==> src/sv/lps_pkg.sv <==
// shared types and constants of the led pattern sequencer
`timescale 1ns / 1ps

package lps_pkg;

    localparam int IN_DATA_W  = 88;
    localparam int IN_USER_W  = 3;
    localparam int OUT_DATA_W = 88;
    localparam int OUT_USER_W = 2;
    localparam int CFG_ADDR_W = 3;
    localparam int CFG_DATA_W = 32;

    localparam logic [7:0] MS_PER_FADE_RESET = 8'd10;
    localparam logic [0:0] REG_MS_PER_FADE_UNIT = 1'b0;

    typedef enum logic [2:0] {
        REQ_TICK    = 3'd0,
        REQ_WRITE   = 3'd1,
        REQ_READ    = 3'd2,
        REQ_PLAY    = 3'd3,
        REQ_STATUS  = 3'd4,
        REQ_SET_LED = 3'd5,
        REQ_STOP    = 3'd6,
        REQ_UNUSED  = 3'd7
    } req_e;

    typedef enum logic [1:0] {
        KIND_FADE     = 2'd0,
        KIND_READBACK = 2'd1,
        KIND_STATUS   = 2'd2
    } kind_e;

    typedef enum logic {
        ST_IDLE,
        ST_EXEC
    } ctrl_state_t;

    // input item payload, red in the lowest bits
    typedef struct packed {
        logic [7:0]  led_in;
        logic [7:0]  count_in;
        logic [7:0]  end_in;
        logic [7:0]  start_in;
        logic [7:0]  mode_in;
        logic [7:0]  position;
        logic [15:0] fade_time;
        logic [7:0]  blue;
        logic [7:0]  green;
        logic [7:0]  red;
    } req_t;

    // result item payload, out_red in the lowest bits
    typedef struct packed {
        logic [7:0]  out_pos;
        logic [7:0]  out_count;
        logic [7:0]  out_end;
        logic [7:0]  out_start;
        logic [7:0]  out_mode;
        logic [7:0]  out_led;
        logic [15:0] out_fade;
        logic [7:0]  out_blue;
        logic [7:0]  out_green;
        logic [7:0]  out_red;
    } res_t;

    typedef struct packed {
        logic [7:0]  led;
        logic [15:0] fade;
        logic [7:0]  blue;
        logic [7:0]  green;
        logic [7:0]  red;
    } line_t;

    typedef struct packed {
        logic capture;
        logic commit;
    } cmd_t;

    typedef struct packed {
        logic need_result;
        logic out_free;
    } sts_t;

endpackage

==> src/sv/lps_table.sv <==
// pattern table memory with per-line valid bits, registered read
`timescale 1ns / 1ps

module lps_table #(
    parameter int DEPTH = 32,
    parameter int AW    = 5
) (
    input  logic                 aclk,
    input  logic                 aresetn,
    input  logic                 rd_en,
    input  logic [AW-1:0]        rd_addr,
    output lps_pkg::line_t       rd_line,
    input  logic                 wr_en,
    input  logic [AW-1:0]        wr_addr,
    input  lps_pkg::line_t       wr_line
);
    import lps_pkg::*;

    line_t            mem [DEPTH];
    logic [DEPTH-1:0] valid_reg;
    line_t            rd_data_reg;
    logic             rd_valid_reg;

    always_ff @(posedge aclk) begin
        if (wr_en) begin
            mem[wr_addr] <= wr_line;
        end
        if (rd_en) begin
            rd_data_reg <= mem[rd_addr];
        end
    end

    always_ff @(posedge aclk) begin
        if (!aresetn) begin
            valid_reg    <= '0;
            rd_valid_reg <= 1'b0;
        end else begin
            if (wr_en) begin
                valid_reg[wr_addr] <= 1'b1;
            end
            if (rd_en) begin
                rd_valid_reg <= valid_reg[rd_addr];
            end
        end
    end

    // a line never written reads as all zero
    assign rd_line = rd_valid_reg ? rd_data_reg : '0;

endmodule

==> src/sv/lps_ctrl.sv <==
// controller state machine: accept an item, then execute it, waiting for a free output if it produces a result
`timescale 1ns / 1ps

module lps_ctrl (
    input  logic                 aclk,
    input  logic                 aresetn,
    input  logic                 s_tvalid,
    output logic                 s_tready,
    input  lps_pkg::sts_t        sts,
    output lps_pkg::cmd_t        cmd,
    output lps_pkg::ctrl_state_t state
);
    import lps_pkg::*;

    ctrl_state_t state_reg;
    ctrl_state_t state_next;

    always_ff @(posedge aclk) begin
        if (!aresetn) begin
            state_reg <= ST_IDLE;
        end else begin
            state_reg <= state_next;
        end
    end

    always_comb begin
        state_next  = state_reg;
        s_tready    = 1'b0;
        cmd.capture = 1'b0;
        cmd.commit  = 1'b0;
        case (state_reg)
            ST_IDLE: begin
                s_tready = 1'b1;
                if (s_tvalid) begin
                    cmd.capture = 1'b1;
                    state_next  = ST_EXEC;
                end
            end
            ST_EXEC: begin
                // hold while a result is due and the output register is still full
                if (!sts.need_result || sts.out_free) begin
                    cmd.commit = 1'b1;
                    state_next = ST_IDLE;
                end
            end
            default: begin
                state_next = ST_IDLE;
            end
        endcase
    end

    assign state = state_reg;

endmodule

==> src/sv/lps_datapath.sv <==
// datapath: request latch, player state, table access and output register
`timescale 1ns / 1ps

module lps_datapath #(
    parameter int TABLE_DEPTH = 32
) (
    input  logic                             aclk,
    input  logic                             aresetn,
    input  lps_pkg::cmd_t                    cmd,
    output lps_pkg::sts_t                    sts,
    input  logic [lps_pkg::IN_USER_W-1:0]    s_user,
    input  lps_pkg::req_t                    s_req,
    input  logic [7:0]                       ms_per_fade_unit,
    output logic                             m_valid,
    input  logic                             m_ready,
    output logic [lps_pkg::OUT_USER_W-1:0]   m_user,
    output lps_pkg::res_t                    m_res
);
    import lps_pkg::*;

    localparam int AW = (TABLE_DEPTH > 1) ? $clog2(TABLE_DEPTH) : 1;

    req_e        req_type_reg;
    req_t        req_reg;

    logic [7:0]  play_mode_reg,  play_mode_next;
    logic [7:0]  play_pos_reg,   play_pos_next;
    logic [7:0]  play_start_reg, play_start_next;
    logic [7:0]  play_end_reg,   play_end_next;
    logic [7:0]  loops_left_reg, loops_left_next;
    logic [7:0]  held_led_reg,   held_led_next;
    logic [31:0] elapsed_reg,    elapsed_next;
    logic [31:0] deadline_reg,   deadline_next;

    logic        out_valid_reg;
    kind_e       out_kind_reg,   out_kind_next;
    res_t        out_res_reg,    out_res_next;

    logic [AW-1:0] mod_lut [256];
    logic [AW-1:0] rd_addr;
    logic [AW-1:0] wr_addr;
    line_t         rd_line;
    line_t         wr_line;
    logic          wr_en;

    logic [31:0] elapsed_inc;
    logic [31:0] diff;
    logic        due;
    logic        line_nonzero;
    logic [7:0]  pos_inc;
    logic [7:0]  loops_dec;
    logic [23:0] fade_product;
    logic [8:0]  end_wide;
    logic        load_out;

    // play position modulo table depth, worked out at elaboration
    for (genvar i = 0; i < 256; i++) begin : g_mod
        assign mod_lut[i] = AW'(i % TABLE_DEPTH);
    end

    function automatic logic [AW-1:0] line_index(input logic [7:0] p);
        logic [AW-1:0] idx;
        if ({1'b0, p} >= 9'(TABLE_DEPTH)) begin
            idx = '0;
        end else begin
            idx = p[AW-1:0];
        end
        return idx;
    endfunction

    assign rd_addr = (req_e'(s_user) == REQ_TICK) ? mod_lut[play_pos_reg]
                                                  : line_index(s_req.position);
    assign wr_addr = line_index(req_reg.position);
    assign wr_line = '{led: held_led_reg, fade: req_reg.fade_time, blue: req_reg.blue,
                       green: req_reg.green, red: req_reg.red};
    assign wr_en   = cmd.commit && (req_type_reg == REQ_WRITE);

    lps_table #(
        .DEPTH (TABLE_DEPTH),
        .AW    (AW)
    ) u_table (
        .aclk    (aclk),
        .aresetn (aresetn),
        .rd_en   (cmd.capture),
        .rd_addr (rd_addr),
        .rd_line (rd_line),
        .wr_en   (wr_en),
        .wr_addr (wr_addr),
        .wr_line (wr_line)
    );

    always_ff @(posedge aclk) begin
        if (cmd.capture) begin
            req_type_reg <= req_e'(s_user);
            req_reg      <= s_req;
        end
    end

    // tick arithmetic
    assign elapsed_inc  = elapsed_reg + 32'd1;
    assign diff         = elapsed_inc - deadline_reg;
    assign due          = (play_mode_reg != 8'd0) && (diff != 32'd0) && !diff[31];
    assign line_nonzero = (rd_line.fade != 16'd0) || (rd_line.red != 8'd0) ||
                          (rd_line.green != 8'd0) || (rd_line.blue != 8'd0);
    assign pos_inc      = play_pos_reg + 8'd1;
    assign loops_dec    = loops_left_reg - 8'd1;
    assign fade_product = 24'(rd_line.fade) * 24'(ms_per_fade_unit);
    assign end_wide     = {1'b0, req_reg.end_in};

    always_comb begin
        sts.need_result = 1'b0;
        sts.out_free    = !out_valid_reg || m_ready;
        case (req_type_reg)
            REQ_TICK:   sts.need_result = due && line_nonzero;
            REQ_READ:   sts.need_result = 1'b1;
            REQ_STATUS: sts.need_result = 1'b1;
            default:    sts.need_result = 1'b0;
        endcase
    end
    assign load_out     = cmd.commit && sts.need_result;

    always_comb begin
        play_mode_next  = play_mode_reg;
        play_pos_next   = play_pos_reg;
        play_start_next = play_start_reg;
        play_end_next   = play_end_reg;
        loops_left_next = loops_left_reg;
        held_led_next   = held_led_reg;
        elapsed_next    = elapsed_reg;
        deadline_next   = deadline_reg;
        out_kind_next   = out_kind_reg;
        out_res_next    = out_res_reg;

        if (cmd.commit) begin
            case (req_type_reg)
                REQ_TICK: begin
                    elapsed_next = elapsed_inc;
                    if (due) begin
                        play_pos_next = pos_inc;
                        if (pos_inc == play_end_reg) begin
                            play_pos_next   = play_start_reg;
                            loops_left_next = loops_dec;
                            if (loops_dec == 8'd0) begin
                                play_mode_next = 8'd0;
                            end else if (loops_dec == 8'd255) begin
                                // infinite play keeps its zero count
                                loops_left_next = 8'd0;
                            end
                        end
                        deadline_next = deadline_reg + 32'(fade_product);
                    end
                end
                REQ_PLAY: begin
                    play_mode_next  = req_reg.mode_in;
                    play_start_next = req_reg.start_in;
                    play_pos_next   = req_reg.start_in;
                    loops_left_next = req_reg.count_in;
                    deadline_next   = elapsed_reg;
                    if ((end_wide == 9'd0) || (end_wide > 9'(TABLE_DEPTH))) begin
                        play_end_next = 8'(TABLE_DEPTH);
                    end else begin
                        play_end_next = 8'(end_wide + 9'd1);
                    end
                end
                REQ_SET_LED: begin
                    held_led_next = req_reg.led_in;
                end
                REQ_STOP: begin
                    play_mode_next = 8'd0;
                end
                default: begin
                end
            endcase
        end

        if (load_out) begin
            out_res_next = '0;
            if (req_type_reg == REQ_STATUS) begin
                out_kind_next          = KIND_STATUS;
                out_res_next.out_mode  = play_mode_reg;
                out_res_next.out_start = play_start_reg;
                out_res_next.out_end   = play_end_reg;
                out_res_next.out_count = loops_left_reg;
                out_res_next.out_pos   = play_pos_reg;
            end else begin
                out_kind_next          = (req_type_reg == REQ_READ) ? KIND_READBACK
                                                                    : KIND_FADE;
                out_res_next.out_red   = rd_line.red;
                out_res_next.out_green = rd_line.green;
                out_res_next.out_blue  = rd_line.blue;
                out_res_next.out_fade  = rd_line.fade;
                out_res_next.out_led   = rd_line.led;
            end
        end
    end

    always_ff @(posedge aclk) begin
        if (!aresetn) begin
            play_mode_reg  <= 8'd0;
            play_pos_reg   <= 8'd0;
            play_start_reg <= 8'd0;
            play_end_reg   <= 8'(TABLE_DEPTH);
            loops_left_reg <= 8'd0;
            held_led_reg   <= 8'd0;
            elapsed_reg    <= 32'd0;
            deadline_reg   <= 32'd0;
            out_valid_reg  <= 1'b0;
        end else begin
            play_mode_reg  <= play_mode_next;
            play_pos_reg   <= play_pos_next;
            play_start_reg <= play_start_next;
            play_end_reg   <= play_end_next;
            loops_left_reg <= loops_left_next;
            held_led_reg   <= held_led_next;
            elapsed_reg    <= elapsed_next;
            deadline_reg   <= deadline_next;
            if (load_out) begin
                out_valid_reg <= 1'b1;
            end else if (m_ready) begin
                out_valid_reg <= 1'b0;
            end
        end
    end

    always_ff @(posedge aclk) begin
        out_kind_reg <= out_kind_next;
        out_res_reg  <= out_res_next;
    end

    assign m_valid = out_valid_reg;
    assign m_user  = out_kind_reg;
    assign m_res   = out_res_reg;

endmodule

==> src/sv/led_pattern_sequencer_core.sv <==
// top level of the led pattern sequencer: stream channels, register port, controller and datapath
`timescale 1ns / 1ps

// Pattern table player. Each accepted item (a millisecond tick or a request) is first
// accepted, which reads the pattern table whose read data is registered, and then executed
// against the player state. The result register parts the two channels, so the next item
// is accepted while a result waits; an item that produces a result stays in its execute
// state until that register is free. The table resets to all zero through one valid bit
// per line, so no clearing pass runs after reset.
// Register ms_per_fade_unit (reset 10) lies at byte address 0 of the register port.
module led_pattern_sequencer_core #(
    parameter int TABLE_DEPTH = 32
) (
    input  logic                               aclk,
    input  logic                               aresetn,
    // red[7:0] green[15:8] blue[23:16] fade_time[39:24] position[47:40]
    // mode_in[55:48] start_in[63:56] end_in[71:64] count_in[79:72] led_in[87:80]
    input  logic [lps_pkg::IN_DATA_W-1:0]      s_tdata,
    // req_type[2:0]
    input  logic [lps_pkg::IN_USER_W-1:0]      s_tuser,
    input  logic                               s_tvalid,
    output logic                               s_tready,
    // out_red[7:0] out_green[15:8] out_blue[23:16] out_fade[39:24] out_led[47:40]
    // out_mode[55:48] out_start[63:56] out_end[71:64] out_count[79:72] out_pos[87:80]
    output logic [lps_pkg::OUT_DATA_W-1:0]     m_tdata,
    // result_kind[1:0]
    output logic [lps_pkg::OUT_USER_W-1:0]     m_tuser,
    output logic                               m_tvalid,
    input  logic                               m_tready,
    input  logic                               psel,
    input  logic                               penable,
    input  logic                               pwrite,
    input  logic [lps_pkg::CFG_ADDR_W-1:0]     paddr,
    input  logic [lps_pkg::CFG_DATA_W-1:0]     pwdata,
    output logic [lps_pkg::CFG_DATA_W-1:0]     prdata,
    output logic                               pready
);
    import lps_pkg::*;

    logic [7:0]  ms_per_fade_unit_reg;
    cmd_t        cmd;
    sts_t        sts;
    ctrl_state_t ctrl_state;
    res_t        m_res;
    logic        reg_sel;

    // register index is the word address
    assign reg_sel = (paddr[CFG_ADDR_W-1] == REG_MS_PER_FADE_UNIT);
    assign pready  = 1'b1;
    assign prdata  = reg_sel ? {24'd0, ms_per_fade_unit_reg} : '0;

    always_ff @(posedge aclk) begin
        if (!aresetn) begin
            ms_per_fade_unit_reg <= MS_PER_FADE_RESET;
        end else if (psel && penable && pwrite && pready && reg_sel) begin
            ms_per_fade_unit_reg <= pwdata[7:0];
        end
    end

    lps_ctrl u_ctrl (
        .aclk     (aclk),
        .aresetn  (aresetn),
        .s_tvalid (s_tvalid),
        .s_tready (s_tready),
        .sts      (sts),
        .cmd      (cmd),
        .state    (ctrl_state)
    );

    lps_datapath #(
        .TABLE_DEPTH (TABLE_DEPTH)
    ) u_datapath (
        .aclk             (aclk),
        .aresetn          (aresetn),
        .cmd              (cmd),
        .sts              (sts),
        .s_user           (s_tuser),
        .s_req            (req_t'(s_tdata)),
        .ms_per_fade_unit (ms_per_fade_unit_reg),
        .m_valid          (m_tvalid),
        .m_ready          (m_tready),
        .m_user           (m_tuser),
        .m_res            (m_res)
    );

    assign m_tdata = m_res;

    a_accept_then_exec: assert property (@(posedge aclk) disable iff (!aresetn)
        (s_tvalid && s_tready) |=> (ctrl_state == ST_EXEC))
        else $error("accepted item did not move the controller to execute");

    a_result_from_exec: assert property (@(posedge aclk) disable iff (!aresetn)
        $rose(m_tvalid) |-> ($past(ctrl_state) == ST_EXEC))
        else $error("result appeared without an execute cycle");

    a_status_no_line: assert property (@(posedge aclk) disable iff (!aresetn)
        (m_tvalid && (m_tuser == KIND_STATUS)) |-> (m_tdata[47:0] == '0))
        else $error("status item carries line fields");

    a_line_no_status: assert property (@(posedge aclk) disable iff (!aresetn)
        (m_tvalid && (m_tuser != KIND_STATUS)) |-> (m_tdata[87:48] == '0))
        else $error("line item carries player fields");

endmodule

==> config.mk <==
export PLATFORM = sky130hd
export DESIGN_NAME = led_pattern_sequencer_core
export DESIGN_NICKNAME = d
export VERILOG_FILES = /design/src/sv/lps_pkg.sv /design/src/sv/lps_table.sv /design/src/sv/lps_ctrl.sv /design/src/sv/lps_datapath.sv /design/src/sv/led_pattern_sequencer_core.sv
export SDC_FILE = /design/constraint.sdc
export NUM_CORES = 2
export LEC_CHECK = 0
export ABC_AREA = 1
export BUFFER_PORTS_ARGS = -buffer_cell sky130_fd_sc_hd__buf_2
export CAP_MARGIN = 5
export CORE_AREA = 2 2 528 530
export CTS_CLUSTER_DIAMETER = 150
export CTS_CLUSTER_SIZE = 16
export DETAILED_ROUTE_END_ITERATION = 16
export DIE_AREA = 0 0 530 532
export GPL_ROUTABILITY_DRIVEN = 0
export GPL_TIMING_DRIVEN = 0
export SLEW_MARGIN = 25
export SYNTH_ARGS = -nofsm -noshare
export SYNTH_HDL_FRONTEND = slang
export SYNTH_SLANG_ARGS = --single-unit
==> constraint.sdc <==
create_clock -name aclk -period 24.8 [get_ports aclk]
set_clock_uncertainty 0.05 [all_clocks]
set_input_delay 4.96 -clock aclk [delete_from_list [all_inputs] [get_ports aclk]]
set_output_delay 4.96 -clock aclk [all_outputs]
set_load 0.02 [all_outputs]
Word level (Yosys, flattened, before mapping)
Memories as Yosys holds them, arrays and structs flattened. A register that Yosys moved wholly into a read port is not among the register bits.
Index checks and enable logic that the tools add are counted.
{"block": "word_totals", "ff_bits": 336, "ramBits": 1536, "mem_bits_ro": 1280, "in_bits": 133, "out_inout_bits": 125, "wordCells": 145, "n_memories": 2}
{"block": "op_classes", "add_sub_neg": 6, "n_mul": 1, "n_lt_le_gt_ge": 7, "eq_ne": 11, "mux": 39, "n_bitwise": 5, "reduce_logical": 39}
{"name": "u_datapath.u_table.mem", "depth": 32, "width": 48, "read_ports": 1, "rd_clocked_by_memory_dff": 1, "write_ports": 1, "line": "lps_table.sv:19", "text": "line_t mem [DEPTH];"}
{"name": "(no name shown)", "depth": 256, "width": 5, "read_ports": 1, "rd_clocked_by_memory_dff": 0, "write_ports": 0, "line": "lps_datapath.sv:71", "text": "assign rd_addr = (req_e'(s_user) == REQ_TICK) ? mod_lut[play_pos_reg]"}
{"operator": "$mux 8", "count": 11}
{"operator": "$pmux 32 s2", "count": 1}
{"operator": "$mux 40", "count": 1}
{"operator": "$add 32x1->32 const B", "count": 1}
{"operator": "$add 32x24->32", "count": 1}
{"operator": "$mux 32", "count": 1}
{"operator": "$or 32x32->32", "count": 1}
{"operator": "$pmux 8 s2", "count": 2}
{"operator": "$reduce_bool 32->1", "count": 1}
{"operator": "$reduce_bool 8->1", "count": 4}
{"operator": "$sub 32x32->32", "count": 1}
{"operator": "$mux 5", "count": 5}
{"operator": "$mul 16x8->24", "count": 1}
{"operator": "$pmux 8 s3", "count": 1}
{"operator": "$add 8x1->8 const B", "count": 2}
{"operator": "$ge 8x6->1 const B", "count": 2}
{"operator": "$reduce_bool 16->1", "count": 1}
{"operator": "$mux 1", "count": 13}
{"operator": "$lt 5x6->1 const B", "count": 2}
{"operator": "$eq 3x3->1 const B", "count": 3}
{"operator": "$ge 9x9->1 const B", "count": 1}
{"operator": "$logic_and 1x1->1", "count": 9}
{"operator": "$logic_not 9->1", "count": 1}
{"operator": "$not 8->9", "count": 1}
{"operator": "23 further kinds", "count": 41}

Depth between registers and ports, before layout
{"block": "depth", "depth_word": 14, "depth_mapped": 38, "mapped_depth_nobuf": 37}

Modules after synthesis
From an unflattened synthesis, not the netlist that was laid out.
{"block": "hier_totals", "cells_unflattened": 7920, "hier_area_um2": 85149.2}
{"mod": "lps_table", "n_inst": 1, "cells_each": 5281, "area_per_inst_um2": 64647.0, "seq_area_each_um2": 48226.3}
{"mod": "lps_datapath", "n_inst": 1, "cells_each": 2534, "area_per_inst_um2": 19795.2, "seq_area_each_um2": 7697.4}
{"mod": "led_pattern_sequencer_core", "n_inst": 1, "cells_each": 97, "area_per_inst_um2": 654.4, "seq_area_each_um2": 160.2}
{"mod": "lps_ctrl", "n_inst": 1, "cells_each": 8, "area_per_inst_um2": 52.6, "seq_area_each_um2": 20.0}

Least setup slack after synthesis
No wires, ideal clock.
{"block": "synth_path", "path_kind": "input -> register", "start": "in s_tvalid", "end": "reg u_datapath.u_table.rd_valid_reg", "setup_time_ns": 0.113, "t_arrival_ns": 11.494, "slack_ns": 13.143, "stages": 4, "path_buffers": 0, "cell_sequence": "inv_1 > nor2_1 > o21ai_0 > a21oi_1"}
{"block": "synth_between", "elab_chain_cells": 2}
{"item": "start, declared", "line": "led_pattern_sequencer_core.sv:21", "text": "input logic s_tvalid,"}
{"item": "$mux 1", "line": "lps_ctrl.sv:34", "text": "if (s_tvalid) begin"}
{"item": "$mux 1", "line": "lps_ctrl.sv:31", "text": "case (state_reg)"}
{"item": "net u_datapath.u_table.rd_en", "line": "lps_table.sv:10", "text": "input logic rd_en,"}
{"item": "end signal, assigned", "line": "lps_table.sv:42", "text": "rd_valid_reg <= valid_reg[rd_addr];"}
{"item": "end, declared", "line": "lps_table.sv:22", "text": "logic rd_valid_reg;"}
The timed path passes the listed nets, and every way through them passes these cells.
A chain may end at the register's enable or synchronous reset.

Worst setup path in the final report
{"block": "layout_path", "start": "in s_tuser[2] (netlist bit)", "end": "reg, netlist name u_datapath.u_table.rd_data_reg[30]"}
{"block": "layout_between", "elab_chain_cells": 2}
{"item": "start, declared", "line": "led_pattern_sequencer_core.sv:20", "text": "input logic [lps_pkg::IN_USER_W-1:0] s_tuser,"}
{"item": "$logic_not 3->1", "line": "lps_datapath.sv:71"}
{"item": "$mux 5", "line": "lps_datapath.sv:71"}
No other way between the ends.

==> results.md <==
* Outcome: completed
* Fillcell total at 26927
* Longest Clk Path Bufs at 4
* Worst r2r path cells at 34
* Synth Instances at 7003
* Hold buffers post-CTS at 0
* DP Wirelength at 221.3 mm
* Seq/Total Area, Yosys at 0.6791
* I/O Buffers at 205
* DR pass1 iterations at 6
* Setup WS pre-CTS at 14.05 ns
* Achievable frequency at 0.09498 GHz
* Yosys cell types at 56
* Setup bufs post-CTS at 0
* Die Wd at 530 µm
* Routed WL at 308.0 mm
* Most frequent cells in the layout: 1765 x edfxtp_1, 1164 x nor2_1, 917 x o21ai_0
* Row cnt at 193
* NumNets Final at 7870
* Number of global-route vias before repair at 57860
* Commonest non-fill, non-tap cell in the layout: edfxtp_1
* Via Count at 62062
* PwrDens at 67.53 mW/mm²
* I/O pin cnt at 258
* Static Leak at 33.17 nW
* Initial antenna violation count at 38
* Worst slew margin at 0.1774
* Congestion Overflow GR at 0
* Worst setup margin at 14.27 ns
* Synthesized flop and latch total at 1920
* Period utilization at 0.4245
* Max Cap Viol at 0
* Die H at 532 µm
* Cell Chain, Critical Path: buf_2, nor3_1, nand2_1, nand2_1, clkbuf_1, clkbuf_2, clkbuf_1, nor2_1, o221ai_1, nand3_1, nand2_1, a31oi_1, a31oi_1
* Via density per instance at 5.495
* Max FO, Critical Path at 10
* Synth Warn # at 0
* Synth Area per Inst at 11.80 µm²
* Hold Crit Class: reg -> reg
* Worst-Margin Slew at 1.234 ns
* Setup TNS at 0 ns
* CTS root buf: clkbuf_16
* Core Area at 0.2758 mm²
* Layout cells sized above 1 at 0.09330
* CTS H-tree depth at 4
* Largest stage delay on the critical path at 0.97 ns
* Worst skew pair latency at 0.84 ns
* EDFF count, synth at 1765
* Area delta synth->final at 16.40%
* Wire length of the first global-routing pass at 425.8 mm
* CTS resizes at 0
* Async S/R FF share, synth at 0
* Worst path slowest cell: clkbuf_1
* Final ANT Viol Nets at 0
* Worst ir drop on vdd at 0.05496 mV
* Final hold violations at 0
* Final slew viol count at 0
* Fin crit period at 10.53 ns
* CTS tree: yes
* Syn Std Cell Area at 0.08261 mm²
* Critical Path RT at 25.25 ns
* Hold depth at 2
* Total power at 6.493 mW
* Final setup fails at 0
* Initial core utilization at 0.2996
* CTS Buf Count at 146
* Crit. End Element: flip-flop
* Critical Path AT at 10.98 ns
* Die area at 0.2820 mm²
* RSZ-0062 raised after global routing: no
* CP Launch Type: input port
* Main synth FF type: edfxtp_1
* Residual DRC at 0
* Gr usage total at 0.2095
* Routed wire per std cell at 27.27 µm
* Largest net degree at the start of global routing at 60
* Detailed Route Iter0 Violations at 10392
* Most frequent CP cell: nand2_1
* CTS Sinks at 1920
* Max reg flops at 1536
* Clock slew at reported path FFs at 0.08 ns
* CP Class: in -> reg
[Yosys cell counts (11+ instances only)]
cell / count / area share
o211ai_1: 94 / 0.0085
nor3_1: 30 / 0.0018
a21oi_1: 168 / 0.010
buf_4: 28 / 0.0025
nor4_1: 11 / 0.00083
or2_2: 12 / 0.00091
a31oi_1: 83 / 0.0063
nor2_1: 1196 / 0.054
o21ai_0: 917 / 0.056
nand2_1: 702 / 0.032
xor2_1: 42 / 0.0045
o221ai_1: 285 / 0.030
nand3_1: 205 / 0.012
ha_1: 86 / 0.013
edfxtp_1: 1765 / 0.64
dfxtp_1: 155 / 0.038
nand4_1: 25 / 0.0019
buf_1: 22 / 0.0010
buf_2: 19 / 0.0012
o21bai_1: 23 / 0.0021
clkbuf_1: 360 / 0.016
inv_1: 448 / 0.020
fa_1: 107 / 0.026
o22ai_1: 101 / 0.0076
[routing by layer]
metal	routed length (µm)	part of all wire	vias to the layer above	global-route usage
li1	-	-	26180	-
met1	114000	0.37	30535	0.2755
met2	132800	0.43	4623	0.3140
met3	43380	0.14	710	0.06122
met4	17510	0.057	14	0.1028
met5	300	0.00097	-	0
[worst max-delay path, delay by kind of cell]
kind / cells / cell delay (ns)
compound gates: 3 / 1.09
simple gates: 6 / 2.31
buf+inv: 4 / 2.57
[logic make-up after synthesis]
group	share of synthesized area
AND/OR/NAND/NOR	0.1075
flip-flops	0.6791
other	0.00009091
XOR/XNOR	0.005407
buffers and inverters	0.04342
adder cells (fa/ha/maj)	0.03895
AO/OA/AOI/OAI	0.1247
multiplexers	0.0007270
[report_power, final]
part / switching, mW / internal, mW / total, mW
sequential: 0.0341 / 3.56 / 3.59
clock: 1.13 / 1.08 / 2.21
combinational: 0.511 / 0.177 / 0.689
[through the flow]
step | instances | instance area (µm²) | util | hold WS (ns)
2_1_floorplan | 7026 | 82700 | - | 0.3768
3_3_place_gp | 10936 | 88360 | 0.3204 | 0.3945
3_5_place_dp | 11097 | 92180 | 0.3343 | 0.4030
4_1_cts | 11279 | 96060 | 0.3483 | 0.4155
5_1_grt | 11289 | 96140 | 0.3486 | 0.4241
6_report | 11294 | 96160 | 0.3487 | 0.4144
[final cells by class]
cell class / instances / area, µm² / area share
clock inverters: 7 / 50.05 / 0.0005205
flip-flops and latches: 1920 / 56110 / 0.5836
diodes: 11 / 27.53 / 0.0002863
clock buffers: 175 / 3826 / 0.03979
plain buffers: 440 / 1896 / 0.01971
well taps: 3705 / 4636 / 0.04821
multi-input cells: 4205 / 23300 / 0.2423
repair buffers: 370 / 4561 / 0.04743
inverters: 461 / 1745 / 0.01815
[path summary, 6_finish.rpt]
check                                           from                                           end  slack (ns)
max                                       s_tuser[2]  u_datapath.u_table.rd_data_reg[30]$_DFFE_PP_       14.27
min          u_datapath.deadline_reg[1]$_SDFFE_PN0P_       u_datapath.deadline_reg[1]$_SDFFE_PN0P_        0.41
min reg2reg  u_datapath.deadline_reg[1]$_SDFFE_PN0P_       u_datapath.deadline_reg[1]$_SDFFE_PN0P_        0.41
max reg2reg   u_datapath.elapsed_reg[0]$_SDFFE_PN0P_      u_datapath.u_table.mem[23][17]$_DFFE_PP_       16.64
Power figures use the tool's default switching activity.
